[src/rtl/arcs_pkg.sv]
// arcs_pkg: shared types and constants for the contrast stretch block
// (abs_range_contrast_stretch_sqrt). No dependencies.
`default_nettype none

package arcs_pkg;

   localparam int PIXEL_BITS_DEF = 24;
   localparam int FRAC_BITS_DEF  = 8;

   localparam int THRESH_W           = 12;
   localparam logic [11:0] THRESH_RST = 12'd255;

   localparam int OUT_W      = 20;
   localparam int RSP_DATA_W = ((OUT_W + 7) / 8) * 8;

   // req_tuser bit positions
   localparam int USER_OP    = 0;
   localparam int USER_FIRST = 1;

   localparam logic OP_MEASURE = 1'b0;
   localparam logic OP_ENHANCE = 1'b1;

   typedef enum logic [2:0] {
      ST_IDLE,
      ST_NUMER,
      ST_DIV,
      ST_CLAMP,
      ST_SQMUL,
      ST_ROOT,
      ST_FINISH
   } state_type;

   function automatic int max_int(input int a, input int b);
      return (a > b) ? a : b;
   endfunction

endpackage

`default_nettype wire

[src/rtl/abs_range_contrast_stretch_sqrt.sv]
// Contrast stretch with square-root gamma: range tracking, plus a stretch divide
// and a square root on one shared subtractor. Depends on arcs_pkg.
//
// Usage:
//   req_*  : input stream. tuser[0] = operation (0 measure, 1 enhance),
//            tuser[1] = first (restart the range on a measure transaction),
//            tdata = signed pixel, Q(PIXEL_BITS-FRAC_BITS).FRAC_BITS.
//   rsp_*  : one transaction per enhance input, tdata = unsigned Q12.8 result.
//   csr_*  : writes thresh (12 bits, reset 255); always ready, write only
//            while the block is idle.
// Timing:
//   measure transactions are absorbed in the accept cycle, one per clock while idle.
//   an enhance transaction keeps req_tready low until its result is loaded
//   into the output register: direct mapping runs the square multiply, the
//   root iteration and the final step; stretch mapping adds a multiply, a
//   restoring divide of PIXEL_BITS+13 steps and a clamp. The divide and
//   the root iterate one bit (one root digit) per cycle through the single
//   shared subtractor.
// Reset: synchronous; thresh returns to 255, the range to zero, no result
//   pending. A stalled rsp_tready holds the result in the output register and
//   the next enhance transaction waits in the final step until it drains.
`default_nettype none

module abs_range_contrast_stretch_sqrt #(
   parameter int PIXEL_BITS = arcs_pkg::PIXEL_BITS_DEF,
   parameter int FRAC_BITS  = arcs_pkg::FRAC_BITS_DEF
) (
   input  logic                                   clock,
   input  logic                                   reset,
   // request stream
   input  logic                                   req_tvalid,
   output logic                                   req_tready,
   input  logic [((PIXEL_BITS + 7) / 8) * 8-1:0]  req_tdata,  // [PIXEL_BITS-1:0] pixel
   input  logic [1:0]                             req_tuser,  // [0] operation, [1] first
   // response stream
   output logic                                   rsp_tvalid,
   input  logic                                   rsp_tready,
   output logic [arcs_pkg::RSP_DATA_W-1:0]        rsp_tdata,  // [19:0] enhanced
   // threshold register write
   input  logic                                   csr_valid,
   output logic                                   csr_ready,
   input  logic [arcs_pkg::THRESH_W-1:0]          csr_data
);
   import arcs_pkg::*;

   localparam int P    = PIXEL_BITS;
   localparam int F    = FRAC_BITS;
   localparam int NW   = P + 13;                    // stretch numerator / quotient
   localparam int RW   = THRESH_W + F;              // root width
   localparam int XW   = 2 * RW;                    // radicand width
   localparam int SW   = max_int(P + 1, RW + 3);    // shared subtractor width
   localparam int CMPW = max_int(P, THRESH_W + F);
   localparam int CW   = $clog2(max_int(NW, RW));
   localparam logic [P:0] HALF = (P + 1)'((64'd1 << F) >> 1);

   state_type state_ff, state_in;

   logic [THRESH_W-1:0] thresh_ff, thresh_in;
   logic [P-1:0]        low_ff, low_in;
   logic [P-1:0]        high_ff, high_in;
   logic [P:0]          d_ff, d_in;
   logic [P-1:0]        den_ff, den_in;
   logic [NW-1:0]       num_ff, num_in;
   logic [SW-1:0]       rem_ff, rem_in;
   logic [THRESH_W-1:0] v_ff, v_in;
   logic [XW-1:0]       x_ff, x_in;
   logic [RW-1:0]       root_ff, root_in;
   logic [CW-1:0]       cnt_ff, cnt_in;
   logic                rsp_valid_ff, rsp_valid_in;
   logic [OUT_W-1:0]    rsp_data_ff, rsp_data_in;

   logic                req_fire;
   logic signed [P-1:0] pixel;
   logic [P-1:0]        pix_abs;
   logic [P:0]          pix_diff;
   logic [P:0]          dir_sum;
   logic [P:0]          dir_v;
   logic                stretch;
   logic                out_free;

   // shared subtract unit
   logic [SW-1:0]       op_a, op_b;
   logic [SW:0]         diff;
   logic                take;

   assign req_tready = (state_ff == ST_IDLE);
   assign req_fire   = req_tvalid && req_tready;
   assign csr_ready  = 1'b1;
   assign rsp_tvalid = rsp_valid_ff;
   assign rsp_tdata  = RSP_DATA_W'(rsp_data_ff);
   assign out_free   = !rsp_valid_ff || rsp_tready;

   assign pixel    = signed'(req_tdata[P-1:0]);
   assign pix_abs  = pixel[P-1] ? P'(-pixel) : P'(pixel);
   assign pix_diff = (P + 1)'({pixel[P-1], pixel} - {1'b0, low_ff});
   assign dir_sum  = {1'b0, pix_abs} + HALF;
   assign dir_v    = dir_sum >> F;
   assign stretch  = CMPW'(high_ff) > (CMPW'(thresh_ff) << F);

   always_comb begin
      if (state_ff == ST_DIV) begin
         op_a = {rem_ff[SW-2:0], num_ff[NW-1]};
         op_b = SW'({den_ff, 1'b0});
      end else begin
         op_a = {rem_ff[SW-3:0], x_ff[XW-1:XW-2]};
         op_b = SW'({root_ff, 2'b01});
      end
      diff = {1'b0, op_a} - {1'b0, op_b};
      take = !diff[SW];
   end

   // next state
   always_comb begin
      state_in = state_ff;
      unique case (state_ff)
         ST_IDLE: begin
            if (req_fire && req_tuser[USER_OP] == OP_ENHANCE) begin
               if (stretch && high_ff > low_ff) begin
                  state_in = ST_NUMER;
               end else begin
                  state_in = ST_SQMUL;
               end
            end
         end
         ST_NUMER:  state_in = ST_DIV;
         ST_DIV:    if (cnt_ff == '0) state_in = ST_CLAMP;
         ST_CLAMP:  state_in = ST_SQMUL;
         ST_SQMUL:  state_in = ST_ROOT;
         ST_ROOT:   if (cnt_ff == '0) state_in = ST_FINISH;
         ST_FINISH: if (out_free) state_in = ST_IDLE;
         default:   state_in = ST_IDLE;
      endcase
   end

   // datapath and outputs
   always_comb begin
      thresh_in    = thresh_ff;
      low_in       = low_ff;
      high_in      = high_ff;
      d_in         = d_ff;
      den_in       = den_ff;
      num_in       = num_ff;
      rem_in       = rem_ff;
      v_in         = v_ff;
      x_in         = x_ff;
      root_in      = root_ff;
      cnt_in       = cnt_ff;
      rsp_valid_in = rsp_valid_ff;
      rsp_data_in  = rsp_data_ff;

      if (csr_valid && csr_ready) begin
         thresh_in = csr_data;
      end
      if (rsp_valid_ff && rsp_tready) begin
         rsp_valid_in = 1'b0;
      end

      unique case (state_ff)
         ST_IDLE: begin
            if (req_fire) begin
               if (req_tuser[USER_OP] == OP_MEASURE) begin
                  if (req_tuser[USER_FIRST]) begin
                     low_in  = pix_abs;
                     high_in = pix_abs;
                  end else begin
                     if (pix_abs < low_ff)  low_in  = pix_abs;
                     if (pix_abs > high_ff) high_in = pix_abs;
                  end
               end else begin
                  d_in   = pix_diff[P] ? (P + 1)'(-pix_diff) : pix_diff;
                  den_in = high_ff - low_ff;
                  if (stretch) begin
                     // empty range maps to zero
                     v_in = '0;
                  end else if (dir_v > (P + 1)'(thresh_ff)) begin
                     v_in = thresh_ff;
                  end else begin
                     v_in = THRESH_W'(dir_v);
                  end
               end
            end
         end
         ST_NUMER: begin
            // round half up: (2*thresh*d + den) / (2*den)
            num_in = ((NW'(thresh_ff) * NW'(d_ff)) << 1) + NW'(den_ff);
            rem_in = '0;
            cnt_in = CW'(NW - 1);
         end
         ST_DIV: begin
            rem_in = take ? diff[SW-1:0] : op_a;
            num_in = {num_ff[NW-2:0], take};
            cnt_in = cnt_ff - 1'b1;
         end
         ST_CLAMP: begin
            v_in = (num_ff > NW'(thresh_ff)) ? thresh_ff : THRESH_W'(num_ff);
         end
         ST_SQMUL: begin
            x_in    = (XW'(thresh_ff) * XW'(v_ff)) << (2 * F);
            rem_in  = '0;
            root_in = '0;
            cnt_in  = CW'(RW - 1);
         end
         ST_ROOT: begin
            rem_in  = take ? diff[SW-1:0] : op_a;
            root_in = {root_ff[RW-2:0], take};
            x_in    = x_ff << 2;
            cnt_in  = cnt_ff - 1'b1;
         end
         ST_FINISH: begin
            if (out_free) begin
               rsp_valid_in = 1'b1;
               rsp_data_in  = OUT_W'(root_ff);
            end
         end
         default: begin
         end
      endcase
   end

   always_ff @(posedge clock) begin
      if (reset) begin
         state_ff     <= ST_IDLE;
         thresh_ff    <= THRESH_RST;
         low_ff       <= '0;
         high_ff      <= '0;
         rsp_valid_ff <= 1'b0;
      end else begin
         state_ff     <= state_in;
         thresh_ff    <= thresh_in;
         low_ff       <= low_in;
         high_ff      <= high_in;
         rsp_valid_ff <= rsp_valid_in;
      end
      d_ff        <= d_in;
      den_ff      <= den_in;
      num_ff      <= num_in;
      rem_ff      <= rem_in;
      v_ff        <= v_in;
      x_ff        <= x_in;
      root_ff     <= root_in;
      cnt_ff      <= cnt_in;
      rsp_data_ff <= rsp_data_in;
   end

endmodule

`default_nettype wire
[config.mk]
export PLATFORM = sky130hd
export DESIGN_NAME = abs_range_contrast_stretch_sqrt
export DESIGN_NICKNAME = d
export VERILOG_FILES = /design/src/rtl/arcs_pkg.sv /design/src/rtl/abs_range_contrast_stretch_sqrt.sv
export SDC_FILE = /design/constraint.sdc
export NUM_CORES = 2
export LEC_CHECK = 0
export BUFFER_PORTS_ARGS = -buffer_cell sky130_fd_sc_hd__clkbuf_2
export CAP_MARGIN = 30
export CORE_AREA = 5 5 241 361
export DETAILED_ROUTE_END_ITERATION = 12
export DIE_AREA = 0 0 246 366
export PLACE_DENSITY_LB_ADDON = 0.2
export SLEW_MARGIN = 10
export SYNTH_ARGS = -nofsm -noshare
export SYNTH_HDL_FRONTEND = slang
export SYNTH_SLANG_ARGS = --single-unit
[constraint.sdc]
create_clock -name clock -period 15.8 [get_ports clock]
set_input_delay 1.58 -clock clock [delete_from_list [all_inputs] [get_ports clock]]
set_output_delay 1.58 -clock clock [all_outputs]
set_load 0.02 [all_outputs]
==> summary.md <==
| Metric | Value |
|---|---|
| Status | `finished, final reports clean` |
| Yosys warns | `0` |
| Data required time at the worst endpoint | `16.15 ns` |
| CTS sink count | `256` |
| Worst Hold Path EP | `low_ff[12]$_SDFFE_PP0P_` |
| Clock Latency Late Sink | `0.63 ns` |
| Post-CTS Resized | `0` |
| Place WS | `7.660 ns` |
| Detailed-route wire length per cell | `19.55 µm` |
| Synth Area in Simple Gates | `18.21%` |
| Top-Level Pins | `70` |
| P&R area growth vs syn | `7.382%` |
| First-pass GRT wire length | `150,200 µm` |
| WHS Path Cells | `2` |
| Post-synthesis sequential area ratio | `21.30%` |
| Post-synthesis mux area share | `3.067%` |
| CP Max Fanout | `26` |
| Max Slew Vio Count | `0` |
| WL final | `94,890 µm` |
| HP Start | `low_ff[12]$_SDFFE_PP0P_` |
| H-tree levels | `1` |
| GR Overflow Total | `0` |
| Starting density of the core | `39.73%` |
| Met2 Wirelength | `49,840 µm` |
| Least-Margin Pin Slew | `0.9240 ns` |
| Unique masters post-synth | `103` |
| # hold bufs at CTS | `0` |
| Setup violators final | `0` |
| Unrepaired setup endpoints after global routing | `false` |
| Min Tclk post-route | `8.204 ns` |
| Vias in the first global route | `26,982` |
| Worst reg2reg path depth | `27` |
| Ys async rst share | `0%` |
| Die Y | `366 µm` |
| Fin. Hold Viols | `0` |
| Area occupied by multi-input gates | `0.02352 mm²` |
| Sum of negative setup slack | `0 ns` |
| Most frequent cells in the layout | `554 x nand2_1, 499 x inv_1, 333 x fa_1` |
| Final period utilization | `51.92%` |
| Top layer in use | `met4` |
| Register area | `0.007047 mm²` |
| Initial antenna violation count | `5` |
| I/O Buffers | `64` |
| CP Class | `reg -> reg` |
| Net count, final | `4,399` |
| Top_reg_cell synth | `edfxtp_1` |
| Post-CTS setup buffer count | `0` |
| Die width | `246 µm` |
| Vias | `26,003` |
| DR vias/cell | `5.357` |
| Worst r2r dst | `num_ff[31]$_DFFE_PP_` |
| Post-synthesis cell count | `3,732` |
| Cell Area, Synth | `0.03308 mm²` |
| # fillers | `8,483` |
| Startpoint types | `flip-flop` |
| Largest family of logic cells by synthesized area | `adder cells` |
| Root buffer cell | `clkbuf_16` |
| Num rows | `130` |
| WL met1 | `37,920 µm` |
| R2R Path Start | `thresh_ff[4]$_SDFFE_PP1P_` |
| Syn avg cell area | `8.865 µm²` |
| Max-cap violations | `0` |
| Clk slew on worst S/H paths | `0.07 ns` |
| Largest net degree at the start of global routing | `75` |
| FF+latch count, synth | `256` |
| HPWL Detailed | `75,820 µm` |
| Max transition margin | `37.75%` |
| Commonest non-fill, non-tap cell in the layout | `nand2_1` |
| Gpl congestion | `0.9257` |
| Fmax | `121.9 MHz` |
| Adder-Cell Fraction of Synth Area | `32.18%` |
| Post-synth EDFFs | `192` |
| Synth Area in Compound Gates | `12.45%` |
| CTS tree | `built` |
| R2r setup slk | `7.60 ns` |
| Arr. time, crit path | `8.56 ns` |
| Met3 wire length | `2918 µm` |
| Core area | `0.08328 mm²` |
| Worst Skew | `0.03266 ns` |
| Xor-xnor portion of the synthesized cell area | `4.992%` |
| Hold_ws | `0.4931 ns` |
| GRT Total Usage | `20.90%` |
| Final Worst Setup Slack | `7.596 ns` |
| DR pass1 iterations | `5` |
| Die Area | `0.09004 mm²` |
| Setup crit end kind | `flip-flop` |
| TritonCTS buffer count | `31` |
| Initial DRC count | `1,291` |
| Share of post-route cells with drive strength above 1 | `5.901%` |
| Antenna Violating Nets Remaining | `0` |
| Bufs on Longest Clock Path | `3` |
| HP Class | `reg -> reg` |
| Remaining DRCs | `0` |
## state kept, by name (all words and copies together), names as in the netlist
name	count
rsp_tvalid	1
rem_ff	24
den_ff	24
thresh_ff	12
cnt_ff	6
root_ff	20
high_ff	24
d_ff	25
state_ff	3
low_ff	24
x_ff	24
num_ff	37
rsp_data_ff	20
v_ff	12
## cell families (layout without fill, tap and decap cells)
logic type      count (synthesis)  after routing
xor+xnor                      186            186
buf+inv                       672            665
flops                         256            256
fa+ha+maj                     651            651
other cells                     2              9
simple gates                 1256           1256
compound gates                608            608
mux                           101            101
## routing by layer
layer  global-route usage (%)  vias to the layer above
met3                    2.006                      180
met1                    24.68                    12904
met5                        0                        -
met2                    38.69                      487
li1                         -                    12432
met4                    8.190                        0
## critical path: stages (launching register included)
cell and delay [ns]:
dfxtp_1 0.62, buf_4 0.42, nand2_1 0.13, fa_1 0.50, fa_1 0.52, inv_1 0.04
ha_1 0.31, fa_1 0.54, inv_1 0.06, fa_1 0.53, inv_1 0.04, ha_1 0.25
nor3_1 0.17, o21ai_0 0.17, a31oi_1 0.49, o21ai_0 0.26, a21o_1 0.22, a21oi_1 0.17
xnor2_1 0.16, ha_1 0.32, nor2b_1 0.16, o21a_1 0.16, o21ai_0 0.14, o21ai_0 0.24
a211oi_1 0.74, nor3_1 0.16, xnor2_1 0.16, mux2_2 0.26
## cell type report
type	instances	share of cell area, %
Multi-Input combinational cell	2807	66.20
Sequential cell	256	19.84
Inverter	503	5.314
Tap cell	1122	3.952
Clock buffer	37	2.374
Timing Repair Buffer	106	1.867
Clock inverter	19	0.4261
Antenna cell	4	0.02817
## through the flow
step | area (µm²) | cells | utilization (%)
6_report | 35530 | 4854 | 42.66
5_1_grt | 35530 | 4854 | 42.66
4_1_cts | 35500 | 4849 | 42.63
2_1_floorplan | 33100 | 3735 | -
3_5_place_dp | 34510 | 4793 | 41.43
3_3_place_gp | 34450 | 4788 | 41.37
## how the worst max path moves through the flow
stage                            to  slack (ns)                  startpoint
5_1_grt        num_ff[34]$_DFFE_PP_        7.08  thresh_ff[10]$_SDFFE_PP0P_
3_3_place_gp   num_ff[31]$_DFFE_PP_        7.77  thresh_ff[10]$_SDFFE_PP0P_
3_5_place_dp   num_ff[34]$_DFFE_PP_        7.66  thresh_ff[10]$_SDFFE_PP0P_
2_1_floorplan  num_ff[34]$_DFFE_PP_        8.64   thresh_ff[5]$_SDFFE_PP1P_
4_1_cts        num_ff[34]$_DFFE_PP_        7.57  thresh_ff[10]$_SDFFE_PP0P_
6_report       num_ff[31]$_DFFE_PP_        7.60   thresh_ff[4]$_SDFFE_PP1P_
## synthesized netlist by cell type, drive strengths merged (9+ instances only)
cell	count	share of area [%]
xnor2	117	3.1
ha	318	12
nand2	554	6.3
nor2b	31	0.59
and2	146	2.8
a31oi	18	0.34
fa	333	20
o21bai	16	0.36
a211o	9	0.24
o211ai	23	0.54
nand2b	30	0.59
nand3	44	0.70
o21ai	129	2.0
o21a	37	0.84
or2	11	0.21
xor2	69	1.8
or3	13	0.25
edfxtp	192	17
inv	501	5.7
o31ai	22	0.51
a21o	61	1.4
and4	9	0.24
nor4	23	0.53
nor2	206	2.4
dfxtp	64	3.9
nor3b	10	0.23
a221o	9	0.27
clkbuf	146	1.7
and3	43	0.81
a21oi	159	2.4
nand4	41	0.88
o22ai	10	0.19
a2111oi	9	0.36
mux2i	98	3.0
buf	23	0.42
a211oi	34	0.79
nor3	67	1.0
Power is left out: the tool's default activity adds up to more than one toggle a clock period on the data nets, which glitch-free logic cannot reach.
